--- config.mk ---
export PLATFORM = sky130hd
export DESIGN_NAME = utf32_to_utf16_decoder_core_flat
export DESIGN_NICKNAME = d
export VERILOG_FILES = /design/src/hw/rtl/u32dec_pkg.sv /design/src/hw/rtl/u32dec_ifs.sv /design/src/hw/rtl/utf32_to_utf16_decoder_core.sv /design/src/hw/rtl/u32dec_front.sv /design/src/hw/rtl/u32dec_queue.sv /design/src/hw/rtl/u32dec_back.sv /design/src/flat_wrapper.sv
export SDC_FILE = /design/constraint.sdc
export NUM_CORES = 1
export LEC_CHECK = 0
export BUFFER_PORTS_ARGS = -buffer_cell sky130_fd_sc_hd__buf_2
export CAP_MARGIN = 20
export CORE_MARGIN = 10
export CORE_UTILIZATION = 68
export CTS_BUF_LIST = sky130_fd_sc_hd__clkbuf_4
export CTS_CLUSTER_SIZE = 25
export DETAILED_ROUTE_END_ITERATION = 8
export GPL_ROUTABILITY_DRIVEN = 0
export GPL_TIMING_DRIVEN = 0
export PLACE_DENSITY = 0.89
export RECOVER_POWER = 50
export SYNTH_ARGS = -nofsm -noshare
export SYNTH_HDL_FRONTEND = slang
export SYNTH_HIERARCHICAL = 1
export SYNTH_SLANG_ARGS = --single-unit
--- constraint.sdc ---
create_clock -name clock -period 6.95 [get_ports clock]
set_input_delay 0.695 -clock clock [delete_from_list [all_inputs] [get_ports clock]]
set_output_delay 0.695 -clock clock [all_outputs]
set_load 0.02 [all_outputs]
--- src/hw/rtl/u32dec_pkg.sv ---
`default_nettype none

package u32dec_pkg;

   // byte order codes, as held in the order register
   typedef enum logic [1:0] {
      ORDER_NONE   = 2'd0,
      ORDER_BIG    = 2'd1,
      ORDER_LITTLE = 2'd2
   } order_type;

   // what one decoded word turns into
   typedef enum logic [1:0] {
      KIND_UNIT  = 2'd0,
      KIND_PAIR  = 2'd1,
      KIND_ERROR = 2'd2
   } kind_type;

   // queue entry: single unit in value[15:0], or pair offset (code - 0x10000)
   typedef struct packed {
      kind_type    kind;
      logic [19:0] value;
   } entry_type;

   localparam logic [31:0] MARK_BIG      = 32'h0000_FEFF;
   localparam logic [31:0] MARK_LITTLE   = 32'hFFFE_0000;
   localparam logic [1:0]  LAST_BYTE     = 2'd3;
   localparam logic [20:0] PAIR_BASE     = 21'h10000;
   localparam logic [4:0]  PLANE_MAX     = 5'h10;
   localparam logic [5:0]  HIGH_PREFIX   = 6'b110110;
   localparam logic [5:0]  LOW_PREFIX    = 6'b110111;
   localparam logic [1:0]  ORDER_UNUSED  = 2'd3;

endpackage

`default_nettype wire

--- src/hw/rtl/u32dec_ifs.sv ---
`default_nettype none

interface u32dec_req_if;
   logic       valid;
   logic       ready;
   logic [7:0] byte_value;
   logic       restart;
   modport source (output valid, output byte_value, output restart, input ready);
   modport sink   (input valid, input byte_value, input restart, output ready);
endinterface

interface u32dec_rsp_if;
   logic        valid;
   logic        ready;
   logic [15:0] code_unit;
   logic        status;
   logic        last_of_word;
   modport source (output valid, output code_unit, output status, output last_of_word,
                   input ready);
   modport sink   (input valid, input code_unit, input status, input last_of_word,
                   output ready);
endinterface

interface u32dec_csr_if;
   logic       valid;
   logic       ready;
   logic [1:0] expected_order;
   modport source (output valid, output expected_order, input ready);
   modport sink   (input valid, input expected_order, output ready);
endinterface

`default_nettype wire

--- src/hw/rtl/utf32_to_utf16_decoder_core.sv ---
// channel   dir  handshake           word contents
// req_ch    in   valid/ready         byte_value[7:0], restart
// rsp_ch    out  valid/ready         code_unit[15:0], status, last_of_word
// csr_ch    in   valid/ready (ready  expected_order[1:0]
//                always high)
//
// Cycles: one byte per cycle in; one result per cycle out while rsp_ch.ready is
// high. A word leaves the front in the cycle its fourth byte is taken, then
// passes a queue slot and the output register. A surrogate pair leaves as two
// results from the single output register. Reset: synchronous, active high;
// clears order detection, the byte gatherer, the queue and the output valid.
// Stalls: req_ch.ready drops only while the QUEUE_DEPTH entry queue is full.
`default_nettype none

module utf32_to_utf16_decoder_core
   import u32dec_pkg::*;
#(
   parameter int QUEUE_DEPTH = 4
) (
   input  wire logic    clock,
   input  wire logic    reset,
   u32dec_req_if.sink   req_ch,
   u32dec_rsp_if.source rsp_ch,
   u32dec_csr_if.sink   csr_ch
);

   entry_type front_entry;
   entry_type head_entry;
   logic      q_push;
   logic      q_full;
   logic      q_pop;
   logic      q_empty;

   // gather bytes, detect the mark, classify each word
   u32dec_front front (
      .clock   (clock),
      .reset   (reset),
      .req     (req_ch),
      .csr     (csr_ch),
      .q_full  (q_full),
      .q_entry (front_entry),
      .q_push  (q_push)
   );

   // decouple the classifier from the result side
   u32dec_queue #(
      .DEPTH (QUEUE_DEPTH)
   ) queue (
      .clock      (clock),
      .reset      (reset),
      .push       (q_push),
      .push_entry (front_entry),
      .full       (q_full),
      .pop        (q_pop),
      .head       (head_entry),
      .empty      (q_empty)
   );

   // expand entries into one or two UTF-16 results
   u32dec_back back (
      .clock (clock),
      .reset (reset),
      .head  (head_entry),
      .empty (q_empty),
      .pop   (q_pop),
      .rsp   (rsp_ch)
   );

endmodule

`default_nettype wire

--- src/hw/rtl/u32dec_front.sv ---
`default_nettype none

module u32dec_front
   import u32dec_pkg::*;
(
   input  wire logic   clock,
   input  wire logic   reset,
   u32dec_req_if.sink  req,
   u32dec_csr_if.sink  csr,
   input  wire logic   q_full,
   output entry_type   q_entry,
   output logic        q_push
);

   logic [1:0]  expected_ff;
   logic [23:0] gath_ff, gath_in;
   logic [1:0]  cnt_ff, cnt_in;
   order_type   act_ff, act_in;

   logic [23:0] gath_eff;
   logic [1:0]  cnt_eff;
   order_type   act_eff;
   order_type   exp_ord;
   logic [31:0] word;
   logic [31:0] code;
   logic [19:0] off;
   logic        accept;

   assign req.ready = !q_full;
   assign csr.ready = 1'b1;
   assign accept    = req.valid && req.ready;

   always_comb begin
      // restart drops the partial word and the detected order first
      gath_eff = req.restart ? 24'd0 : gath_ff;
      cnt_eff  = req.restart ? 2'd0 : cnt_ff;
      act_eff  = req.restart ? ORDER_NONE : act_ff;
      exp_ord  = (expected_ff == ORDER_UNUSED) ? ORDER_NONE : order_type'(expected_ff);
      word     = {gath_eff, req.byte_value};
      gath_in  = gath_ff;
      cnt_in   = cnt_ff;
      act_in   = act_ff;
      q_push   = 1'b0;
      code     = word;
      off      = 20'd0;
      q_entry  = '{kind: KIND_ERROR, value: 20'd0};
      if (accept) begin
         act_in = act_eff;
         if (cnt_eff != LAST_BYTE) begin
            gath_in = {gath_eff[15:0], req.byte_value};
            cnt_in  = cnt_eff + 2'd1;
         end else begin
            gath_in = 24'd0;
            cnt_in  = 2'd0;
            q_push  = 1'b1;
            if (act_eff == ORDER_NONE) begin
               if (word == MARK_BIG && exp_ord != ORDER_LITTLE) begin
                  act_in = ORDER_BIG;
                  q_push = 1'b0;
               end else if (word == MARK_LITTLE && exp_ord != ORDER_BIG) begin
                  act_in = ORDER_LITTLE;
                  q_push = 1'b0;
               end else begin
                  act_in = (exp_ord == ORDER_NONE) ? ORDER_BIG : exp_ord;
               end
            end
            code = (act_in == ORDER_BIG) ? word :
                   {word[7:0], word[15:8], word[23:16], word[31:24]};
            off  = 20'(code[20:0] - PAIR_BASE);
            if (code[31:16] == 16'd0) begin
               q_entry = '{kind: KIND_UNIT, value: {4'd0, code[15:0]}};
            end else if (code[31:21] == 11'd0 && code[20:16] <= PLANE_MAX) begin
               q_entry = '{kind: KIND_PAIR, value: off};
            end else begin
               q_entry = '{kind: KIND_ERROR, value: 20'd0};
            end
         end
      end
   end

   always_ff @(posedge clock) begin
      if (reset) begin
         expected_ff <= ORDER_NONE;
         gath_ff     <= 24'd0;
         cnt_ff      <= 2'd0;
         act_ff      <= ORDER_NONE;
      end else begin
         if (csr.valid) begin
            expected_ff <= csr.expected_order;
         end
         gath_ff <= gath_in;
         cnt_ff  <= cnt_in;
         act_ff  <= act_in;
      end
   end

endmodule

`default_nettype wire

--- src/hw/rtl/u32dec_queue.sv ---
`default_nettype none

module u32dec_queue
   import u32dec_pkg::*;
#(
   parameter int DEPTH = 4
) (
   input  wire logic      clock,
   input  wire logic      reset,
   input  wire logic      push,
   input  wire entry_type push_entry,
   output logic           full,
   input  wire logic      pop,
   output entry_type      head,
   output logic           empty
);

   localparam int AW = (DEPTH > 1) ? $clog2(DEPTH) : 1;
   localparam int CW = $clog2(DEPTH + 1);
   localparam logic [AW-1:0] LAST_SLOT = AW'(DEPTH - 1);
   localparam logic [CW-1:0] FULL_CNT  = CW'(DEPTH);

   entry_type     slots_ff [DEPTH];
   logic [AW-1:0] wptr_ff, rptr_ff;
   logic [CW-1:0] cnt_ff;
   logic          do_push, do_pop;

   assign full    = (cnt_ff == FULL_CNT);
   assign empty   = (cnt_ff == '0);
   assign do_push = push && !full;
   assign do_pop  = pop && !empty;
   assign head    = slots_ff[rptr_ff];

   always_ff @(posedge clock) begin
      if (do_push) begin
         slots_ff[wptr_ff] <= push_entry;
      end
   end

   always_ff @(posedge clock) begin
      if (reset) begin
         wptr_ff <= '0;
         rptr_ff <= '0;
         cnt_ff  <= '0;
      end else begin
         if (do_push) begin
            wptr_ff <= (wptr_ff == LAST_SLOT) ? '0 : wptr_ff + AW'(1);
         end
         if (do_pop) begin
            rptr_ff <= (rptr_ff == LAST_SLOT) ? '0 : rptr_ff + AW'(1);
         end
         if (do_push && !do_pop) begin
            cnt_ff <= cnt_ff + CW'(1);
         end else if (do_pop && !do_push) begin
            cnt_ff <= cnt_ff - CW'(1);
         end
      end
   end

endmodule

`default_nettype wire

--- src/hw/rtl/u32dec_back.sv ---
`default_nettype none

module u32dec_back
   import u32dec_pkg::*;
(
   input  wire logic      clock,
   input  wire logic      reset,
   input  wire entry_type head,
   input  wire logic      empty,
   output logic           pop,
   u32dec_rsp_if.source   rsp
);

   logic        out_valid_ff, out_valid_in;
   logic [15:0] unit_ff, unit_in;
   logic        status_ff, status_in;
   logic        last_ff, last_in;
   logic        pend_ff, pend_in;
   logic [9:0]  low_ff, low_in;
   logic        load;

   assign rsp.valid        = out_valid_ff;
   assign rsp.code_unit    = unit_ff;
   assign rsp.status       = status_ff;
   assign rsp.last_of_word = last_ff;

   assign load = !out_valid_ff || rsp.ready;

   always_comb begin
      out_valid_in = out_valid_ff;
      unit_in      = unit_ff;
      status_in    = status_ff;
      last_in      = last_ff;
      pend_in      = pend_ff;
      low_in       = low_ff;
      pop          = 1'b0;
      if (load) begin
         if (pend_ff) begin
            // second half of a surrogate pair
            out_valid_in = 1'b1;
            unit_in      = {LOW_PREFIX, low_ff};
            status_in    = 1'b0;
            last_in      = 1'b1;
            pend_in      = 1'b0;
         end else if (!empty) begin
            pop          = 1'b1;
            out_valid_in = 1'b1;
            case (head.kind)
               KIND_UNIT: begin
                  unit_in   = head.value[15:0];
                  status_in = 1'b0;
                  last_in   = 1'b1;
               end
               KIND_PAIR: begin
                  unit_in   = {HIGH_PREFIX, head.value[19:10]};
                  status_in = 1'b0;
                  last_in   = 1'b0;
                  pend_in   = 1'b1;
                  low_in    = head.value[9:0];
               end
               default: begin
                  unit_in   = 16'd0;
                  status_in = 1'b1;
                  last_in   = 1'b1;
               end
            endcase
         end else begin
            out_valid_in = 1'b0;
         end
      end
   end

   always_ff @(posedge clock) begin
      if (reset) begin
         out_valid_ff <= 1'b0;
         pend_ff      <= 1'b0;
      end else begin
         out_valid_ff <= out_valid_in;
         pend_ff      <= pend_in;
      end
      unit_ff   <= unit_in;
      status_ff <= status_in;
      last_ff   <= last_in;
      low_ff    <= low_in;
   end

endmodule

`default_nettype wire

--- src/flat_wrapper.sv ---
// flat-port wrapper written by rule: the top's interface ports become plain ports
module utf32_to_utf16_decoder_core_flat import u32dec_pkg::*;
#(
   parameter int QUEUE_DEPTH = 4
)
  (clock, reset, req_ch_valid, req_ch_byte_value, req_ch_restart, req_ch_ready, rsp_ch_valid, rsp_ch_code_unit, rsp_ch_status, rsp_ch_last_of_word, rsp_ch_ready, csr_ch_valid, csr_ch_expected_order, csr_ch_ready);
  u32dec_req_if req_ch_i ();
  u32dec_rsp_if rsp_ch_i ();
  u32dec_csr_if csr_ch_i ();
  input  wire logic clock;
  input  wire logic reset;
  input wire logic [$bits(req_ch_i.valid)-1:0] req_ch_valid;
  input wire logic [$bits(req_ch_i.byte_value)-1:0] req_ch_byte_value;
  input wire logic [$bits(req_ch_i.restart)-1:0] req_ch_restart;
  output wire logic [$bits(req_ch_i.ready)-1:0] req_ch_ready;
  output wire logic [$bits(rsp_ch_i.valid)-1:0] rsp_ch_valid;
  output wire logic [$bits(rsp_ch_i.code_unit)-1:0] rsp_ch_code_unit;
  output wire logic [$bits(rsp_ch_i.status)-1:0] rsp_ch_status;
  output wire logic [$bits(rsp_ch_i.last_of_word)-1:0] rsp_ch_last_of_word;
  input wire logic [$bits(rsp_ch_i.ready)-1:0] rsp_ch_ready;
  input wire logic [$bits(csr_ch_i.valid)-1:0] csr_ch_valid;
  input wire logic [$bits(csr_ch_i.expected_order)-1:0] csr_ch_expected_order;
  output wire logic [$bits(csr_ch_i.ready)-1:0] csr_ch_ready;
  assign req_ch_i.valid = req_ch_valid;
  assign req_ch_i.byte_value = req_ch_byte_value;
  assign req_ch_i.restart = req_ch_restart;
  assign req_ch_ready = req_ch_i.ready;
  assign rsp_ch_valid = rsp_ch_i.valid;
  assign rsp_ch_code_unit = rsp_ch_i.code_unit;
  assign rsp_ch_status = rsp_ch_i.status;
  assign rsp_ch_last_of_word = rsp_ch_i.last_of_word;
  assign rsp_ch_i.ready = rsp_ch_ready;
  assign csr_ch_i.valid = csr_ch_valid;
  assign csr_ch_i.expected_order = csr_ch_expected_order;
  assign csr_ch_ready = csr_ch_i.ready;
  utf32_to_utf16_decoder_core #(.QUEUE_DEPTH(QUEUE_DEPTH)) u_core (.clock(clock), .reset(reset), .req_ch(req_ch_i), .rsp_ch(rsp_ch_i), .csr_ch(csr_ch_i));
endmodule
==> results of run 1 <==
-- where the power goes --
part	internal [uW]	switching, uW	total, uW	leakage, uW
Combinational	22.1	39.3	61.4	0.000908
Sequential	998	8.12	1010	0.00154
Clock	220	327	547	0.000155
Total	1240	374	1610	0.00260
-- layout by cell type (no fill, tap or decap), types with 3 or more instances in the layout --
master / instances
edfxtp_1: 116
clkbuf_1: 48
nor2_1: 46
dfxtp_1: 41
mux2i_1: 27
nand2_1: 26
a21oi_1: 22
mux4_2: 22
clkbuf_4: 17
a22oi_1: 17
nor3_1: 16
buf_2: 15
o21ai_0: 14
nor2b_1: 11
nor3b_1: 9
ha_1: 9
nand3b_1: 8
and3_1: 6
nor4_1: 5
inv_1: 5
inv_6: 4
o21bai_1: 4
nand4_1: 4
or3_1: 4
nand3_1: 4
clkinv_4: 3
clkinv_2: 3
or2_2: 3
nand2b_1: 3
nand4b_1: 3
xor2_1: 3
buf_4: 3
-- critical path, stage by stage (launching register included) --
cell        delay [ns]
dfxtp_1           0.46
or3b_1            0.15
clkbuf_1          0.24
clkinvlp_2        0.25
nor2b_1           0.46
nand2_1           0.19
nor2_1            0.46
clkinvlp_2        0.28
nor2_2            0.20
ha_1              0.21
inv_1             0.07
fa_1              0.38
xor2_1            0.19
or3_1             0.33
a21oi_1           0.14
-- logic make-up (layout without fill, tap and decap cells) --
| kind of cell | Yosys count | in the layout | synth area share, % |
|---|---|---|---|
| xor gates and xnor gates | 5 | 5 | 0.6368 |
| muxes | 51 | 51 | 11.66 |
| DFF | 157 | 157 | 62.58 |
| and+or+nand+nor | 160 | 160 | 12.52 |
| AOI/OAI and AO/OA | 72 | 72 | 7.622 |
| adders and majority gates | 10 | 10 | 1.928 |
| buffers and inverters | 37 | 109 | 3.002 |
| other | 1 | 1 | 0.05452 |
-- stage by stage --
| stage | util [%] | hold WS [ns] | power (uW) |
|---|---|---|---|
| final | 76.35 | 0.4213 | 1614 |
| after global placement | 73.47 | 0.4426 | 1084 |
| after CTS | 76.55 | 0.3790 | 1620 |
| after floorplan | - | 0.4318 | 1065 |
| after global routing | 76.35 | 0.3989 | 1672 |
| after detailed placement | 73.60 | 0.4623 | 1086 |
-- worst max-delay path by stage --
stage | start | end | slack (ns) | cells past startpoint
4_1_cts | req_ch_restart | u_core/queue/cnt_ff[2] | 3.14 | 16
3_5_place_dp | req_ch_restart | u_core/queue/cnt_ff[2] | 2.60 | 16
2_1_floorplan | req_ch_restart | u_core/queue/cnt_ff[2] | 3.30 | 16
3_3_place_gp | req_ch_restart | u_core/queue/cnt_ff[2] | 2.70 | 16
6_report | u_core/queue/cnt_ff[0] | u_core/queue/cnt_ff[2] | 2.86 | 14
5_1_grt | u_core/queue/cnt_ff[0] | u_core/queue/cnt_ff[2] | 2.56 | 14
-- sequential cells by signal, summed over array words and instances, names as in the netlist, named ones only --
| name | flops |
|---|---|
| u_core/queue/slots_ff | 88 |
| u_core/back/rsp.valid | 1 |
| u_core/front/act_ff | 2 |
| u_core/back/pend_ff | 1 |
| u_core/front/expected_ff | 2 |
| u_core/queue/wptr_ff | 2 |
| u_core/back/rsp.last_of_word | 1 |
| u_core/queue/cnt_ff | 3 |
| u_core/back/rsp.status | 1 |
| u_core/back/rsp.code_unit | 16 |
| u_core/front/cnt_ff | 2 |
| u_core/front/gath_ff | 24 |
| u_core/back/low_ff | 10 |
| u_core/queue/rptr_ff | 2 |
-- layer usage --
layer / vias up / track usage (%) / share of wire, %
met5: - / 0 / 0
met4: 0 / 9.276 / 3.1
met3: 44 / 5.258 / 7.7
met2: 253 / 33.86 / 49
met1: 2146 / 24.62 / 40
li1: 2001 / - / -
-- layout make-up --
| cell class | instances | share of cell area, % |
|---|---|---|
| multi-input cells | 299 | 31.38 |
| clock buffers | 17 | 1.702 |
| clock inverters | 15 | 2.170 |
| inverters | 7 | 0.3838 |
| well taps | 133 | 2.220 |
| repair buffers | 40 | 2.854 |
| flip-flops and latches | 157 | 57.41 |
| plain buffers | 30 | 1.886 |
-- cells in the mapped netlist (2+ instances only) --
| cell type | n | area [um^2] |
|---|---|---|
| nand3_1 | 4 | 20.02 |
| o21ai_0 | 13 | 65.06 |
| dfxtp_1 | 41 | 820.8 |
| nand2b_1 | 3 | 18.77 |
| a21oi_1 | 22 | 110.1 |
| ha_1 | 9 | 112.6 |
| o21bai_1 | 4 | 30.03 |
| o31ai_2 | 2 | 25.02 |
| a31o_2 | 2 | 17.52 |
| nand2_1 | 26 | 97.59 |
| xor2_1 | 3 | 26.28 |
| nand4_1 | 4 | 25.02 |
| buf_6 | 4 | 45.04 |
| mux4_2 | 22 | 495.5 |
| buf_4 | 3 | 22.52 |
| nor4bb_1 | 2 | 20.02 |
| nor2b_1 | 11 | 68.82 |
| nor2_1 | 46 | 172.7 |
| nor4b_1 | 2 | 17.52 |
| nor3_2 | 2 | 20.02 |
| buf_2 | 5 | 25.02 |
| and3_1 | 6 | 37.54 |
| xnor2_1 | 2 | 17.52 |
| inv_1 | 5 | 18.77 |
| nor3b_1 | 9 | 67.56 |
| or3_1 | 4 | 25.02 |
| nor3_1 | 16 | 80.08 |
| a211oi_1 | 2 | 15.01 |
| nor4_1 | 5 | 31.28 |
| nand4b_1 | 3 | 26.28 |
| edfxtp_1 | 116 | 3483 |
| mux2i_1 | 27 | 270.3 |
| clkbuf_1 | 16 | 60.06 |
| nand3b_1 | 8 | 60.06 |
| a22oi_1 | 17 | 127.6 |
| or2_2 | 3 | 18.77 |
==> summary.txt, run 1 <==
Reg2Reg Launch Point: u_core/queue/cnt_ff[0]
fraction of registers with async set/reset: 0%
Routed WL: 14760 um
power per cell area: 215.3 nW/um^2
later-pin clock latency in the skew report: 0.52 ns
Root Buffer Master: clkbuf_4
I/O pin cnt: 37
Initial DRC Count: 477
Hold WC Path Type: in2reg
Post-Place Setup Slack: 2.598 ns
Cell Area, Placed: 7227 um^2
share of cells above drive strength 1: 16.46%
CTS tree: done
largest net degree at the start of global routing: 23
Syn Nets: 519
placed cells: 662
DRT Pass-1 Iters: 7
FF-to-FF path depth: 14
Wirelength per Cell: 21.15 um
Num CTS Buffers: 17
initial antenna violation count: 0
Final Hold Vio Count: 0
vias in the first global route: 4529
multi-input logic area: 2352 um^2
CORE AREA: 9819 um^2
Starting Density: 70.04%
Die Y: 120.6 um
Post-Syn Area: 6878 um^2
Required @ worst endpoint: 7.40 ns
Worst R2R Setup Slack: 2.86 ns
Rel. slew slack: 18.33%
part of the Yosys area used for sequential elements: 62.58%
CP startpoint kind: flop
n_diodes: 0
FF/Latch Area: 4304 um^2
Max FO, Critical Path: 7
Routed Antenna Nets: 0
Unique masters post-synth: 60
Area Growth Syn to Fin: 9.005%
min-delay src: csr_ch_expected_order[1]
Synth Flop Type: edfxtp_1
cts hold-fix bufs: 0
achievable frequency: 244.7 MHz
setup-violating endpoint count in the final report: 0
critical path type: reg2reg
GRT Util Overall: 20.41%
#FFs+latches synth: 157
row count: 36
post-CTS setup buffer count: 0
min cycle time layout: 4.086 ns
Final period util: 58.80%
hpwl dp: 10330 um
# nets final: 578
Final Max Tran Viols: 0
Worst Skew: 0.01838 ns
max-cap viol count: 0
number of flops mapped to enable cells by yosys: 116
first-pass GRT wire length: 23360 um
fin cells: 698
GRT overflow: 0
fill cell count: 654
mean number of vias per cell: 6.367
Hold Path End: u_core/front/expected_ff[1]
Synth Area per Inst: 13.95 um^2
Max IR drop VDD: 0.1194 mV
via count: 4444
RSZ-0062 raised after global routing: false
reg-to-reg endpoint: u_core/queue/cnt_ff[2]
Slew @ Worst Pin: 1.225 ns
die area: 14540 um^2
hold depth: 3
crit path DAT: 4.53 ns
Fin Setup TNS: 0 ns
yosys warns: 6
clock-pin slew on the worst setup and hold paths: 0.12 ns
input/output buffers: 34
H-Tree Depth: 4
Synth Instances: 493
# DRC: 0
outcome: finished clean
post-route cell area: 7497 um^2
Die W: 120.6 um
Setup WS post-layout: 2.864 ns
Max Buffers Root-to-Sink: 2
Sink Count: 157
CTS resizes: 0
endpoint type of the worst setup path: flop
Pleak: 0.002602 uW
No activity file was read; power rests on OpenSTA's default activity.
==> run 2: changes to the inputs <==
ABC_AREA = 1   (was default)
CORE_UTILIZATION = 63   (was 68)
PLACE_DENSITY = 0.84   (was 0.89)
clock period = 3.8 ns   (was 6.95 ns; I/O delays follow)
==> run 2 against run 1 <==
Against the previous run: cell count grew 36%; total power rose by 88%; sequential power grew 83%; register-to-register slack worse by 2.5 ns; first-iteration DRC count is 28% higher; worst hold slack got worse by 0.34 ns; critical path type unchanged.
==> summary.txt, run 2 <==
outcome: finished clean
Hold Slack: 0.07655 ns (-0.3448 ns)
number of flip-flops under the largest register name: 88 (unchanged)
family with the most delay on the worst path: simple AND/OR/NAND/NOR gates
input/output buffers: 34 (unchanged)
cts hold-fix bufs: 0 (unchanged)
worst path bufs/invs: 2 (-2)
FF-to-FF path depth: 16 (+2)
# nets final: 824 (+43%)
I/O pin cnt: 37 (unchanged)
Initial DRC Count: 610 (+28%)
CTS resizes: 0 (unchanged)
Max FO, Critical Path: 13 (+6)
max-cap viol count: 0 (unchanged)
via count: 5570 (+25%)
Pleak: 0.002928 uW (+13%)
Required @ worst endpoint: 4.05 ns (-3.35 ns)
Num CTS Buffers: 17 (unchanged)
most frequent cells in the layout: nand2_1, nor2_1, edfxtp_1
min cycle time layout: 3.458 ns (-0.6284 ns)
initial antenna violation count: 0 (unchanged)
Post-Syn Area: 7182 um^2 (+4.4%)
Final Max Tran Viols: 0 (unchanged)
Rel. slew slack: 44.88% (+27 points)
Area contributors post-synth: edfxtp_1, dfxtp_1, nand2_1
clock-pin slew on the worst setup and hold paths: 0.12 ns (about the same)
Die Y: 126.8 um (+5.1%)
Max Buffers Root-to-Sink: 2 (unchanged)
CP most frequent cell: nand2_1
Worst path max stage delay: 0.64 ns (+0.18 ns)
n_diodes: 0 (unchanged)
CP max stage cell: clkbuf_1
Worst Skew: 0.02882 ns (+0.01044 ns)
Sink Count: 157 (unchanged)
Synth Instances: 741 (+50%)
Final Hold Vio Count: 0 (unchanged)
Slew @ Worst Pin: 0.8268 ns (-0.3983 ns)
hold depth: 3 (unchanged)
Die W: 126.8 um (+5.1%)
#FFs+latches synth: 157 (unchanged)
yosys warns: 6 (unchanged)
Synth Flop Type: edfxtp_1
Final period util: 91.00% (+32 points)
GRT overflow: 0 (unchanged)
largest net degree at the start of global routing: 19 (-17%)
vias in the first global route: 5634 (+24%)
CORE AREA: 10980 um^2 (+12%)
part of the Yosys area used for sequential elements: 59.93% (-2.6 points)
Synth top area share: 48.50% (-2.1 points)
crit path DAT: 3.71 ns (-0.82 ns)
RSZ-0062 raised after global routing: false
post-CTS setup buffer count: 0 (unchanged)
achievable frequency: 289.2 MHz (+18%)
first-pass GRT wire length: 27090 um (+16%)
later-pin clock latency in the skew report: 0.55 ns (+0.03 ns)
top-count cell post-synth: nand2_1
GRT Util Overall: 20.88% (+0.47 points)
met2 Use GR: 35.36% (+1.5 points)
busiest layer in global routing: met2
DRT Pass-1 Iters: 7 (unchanged)
CTS tree: done
Synth Area per Inst: 9.692 um^2 (-31%)
M1 GR Usage: 23.24% (-1.4 points)
Critical Path Stages: 16 (+2)
Power Total: 3038 uW (+88%)
critical path, cell by cell: nand2_1, nor2_1, nand2_1, nor2_1, nand3_1, nand2_1, nand2_1, nand2_1, buf_6, o21ai_0, ha_1, nand3_1, nand2_1, nand2_4, clkbuf_1, nor2_2
share of cells above drive strength 1: 11.71% (-4.7 points)
endpoint type of the worst setup path: flop
setup-violating endpoint count in the final report: 0 (unchanged)
Unique masters post-synth: 38 (-37%)
Starting Density: 65.39% (-4.7 points)
Hold WC Path Type: in2reg
die area: 16070 um^2 (+11%)
Root Buffer Master: clkbuf_4
Reg with most FFs: u_core/queue/slots_ff
# DRC: 0 (unchanged)
row count: 38 (+5.6%)
Wirelength per Cell: 17.48 um (-17%)
met3 usage: 6.039% (+0.78 points)
Max IR drop VDD: 0.2747 mV (+130%)
power per cell area: 387.9 nW/um^2 (+80%)
Routed Antenna Nets: 0 (unchanged)
cell taking the most area after synthesis: edfxtp_1
Post-synth top cells: nand2_1, nor2_1, edfxtp_1
Cell Area, Placed: 7635 um^2 (+5.6%)
Routed WL: 16620 um (+13%)
post-route cell area: 7830 um^2 (+4.4%)
CP startpoint kind: flop
mean number of vias per cell: 5.857 (-8.0%)
Area Growth Syn to Fin: 9.024% (about the same)
Syn Nets: 767 (+48%)
critical path type: reg2reg
Fin Setup TNS: 0 ns (unchanged)
number of flops mapped to enable cells by yosys: 116 (unchanged)
hpwl dp: 11910 um (+15%)
commonest non-fill, non-tap cell in the layout: nand2_1
post-layout util: 71.29% (-5.1 points)
H-Tree Depth: 4 (unchanged)
fraction of registers with async set/reset: 0% (unchanged)
[run 2: changes by cell type after synthesis, sizes merged, moves of 29 or more]
cell	before	now
inv	5	72
mux2i	29	0
nand2	26	143
nand3	4	45
nor2	47	133
o21ai	15	64
[run 2: logic make-up after synthesis]
logic type	share of synthesized area (%)
other	0.05221
buffers and inverters	7.317
AO/OA/AOI/OAI	10.23
XOR/XNOR	0.2439
AND/OR/NAND/NOR	20.38
adder cells (fa/ha/maj)	1.847
flip-flops	59.93
[run 2: per-stage QoR]
step                setup WS [ns]  cells
floorplan                  0.5948    741
global placement          -0.4731    915
detailed placement         0.1835    919
CTS                        0.4574    951
global route              0.07168    951
finish                     0.3419    951
[run 2: worst paths after layout]
path / startpoint / end / slack [ns]
setup / recovery: u_core/front/gath_ff[17] / u_core/queue/slots_ff[2][14] / 0.34
hold / removal: csr_ch_expected_order[1] / u_core/front/expected_ff[1] / 0.08
setup reg to reg: u_core/front/gath_ff[17] / u_core/queue/slots_ff[2][14] / 0.34
hold reg to reg: u_core/front/gath_ff[13] / u_core/front/gath_ff[13] / 0.48
[run 2: layer usage]
metal	wire length (um)	share of wire (%)	vias to the layer above
met4	534	3.2	0
met3	1464	8.8	54
met5	0	0	-
li1	-	-	2617
met1	6195	37	2584
met2	8425	51	315
[run 2: area by class of cell]
type | instances | area [um^2]
sequential | 157 | 4304
clock inverter | 12 | 146.4
tap | 140 | 175.2
clock buffer | 20 | 150.1
multi-input combinational | 478 | 2303
buffer | 34 | 227.7
inverter | 72 | 280.3
fill | 815 | 3153
timing repair buffer | 38 | 242.7
[run 2: tightest hold or removal path, stage by stage]
cell	delay, ns
buf_2	0.10
nand2_1	0.05
a21oi_1	0.06
[run 2: where the power goes]
group	switching (uW)	total, uW	internal (uW)
registers	10.0	1850	1840
clock network	554	1030	473
logic	114	163	49.2
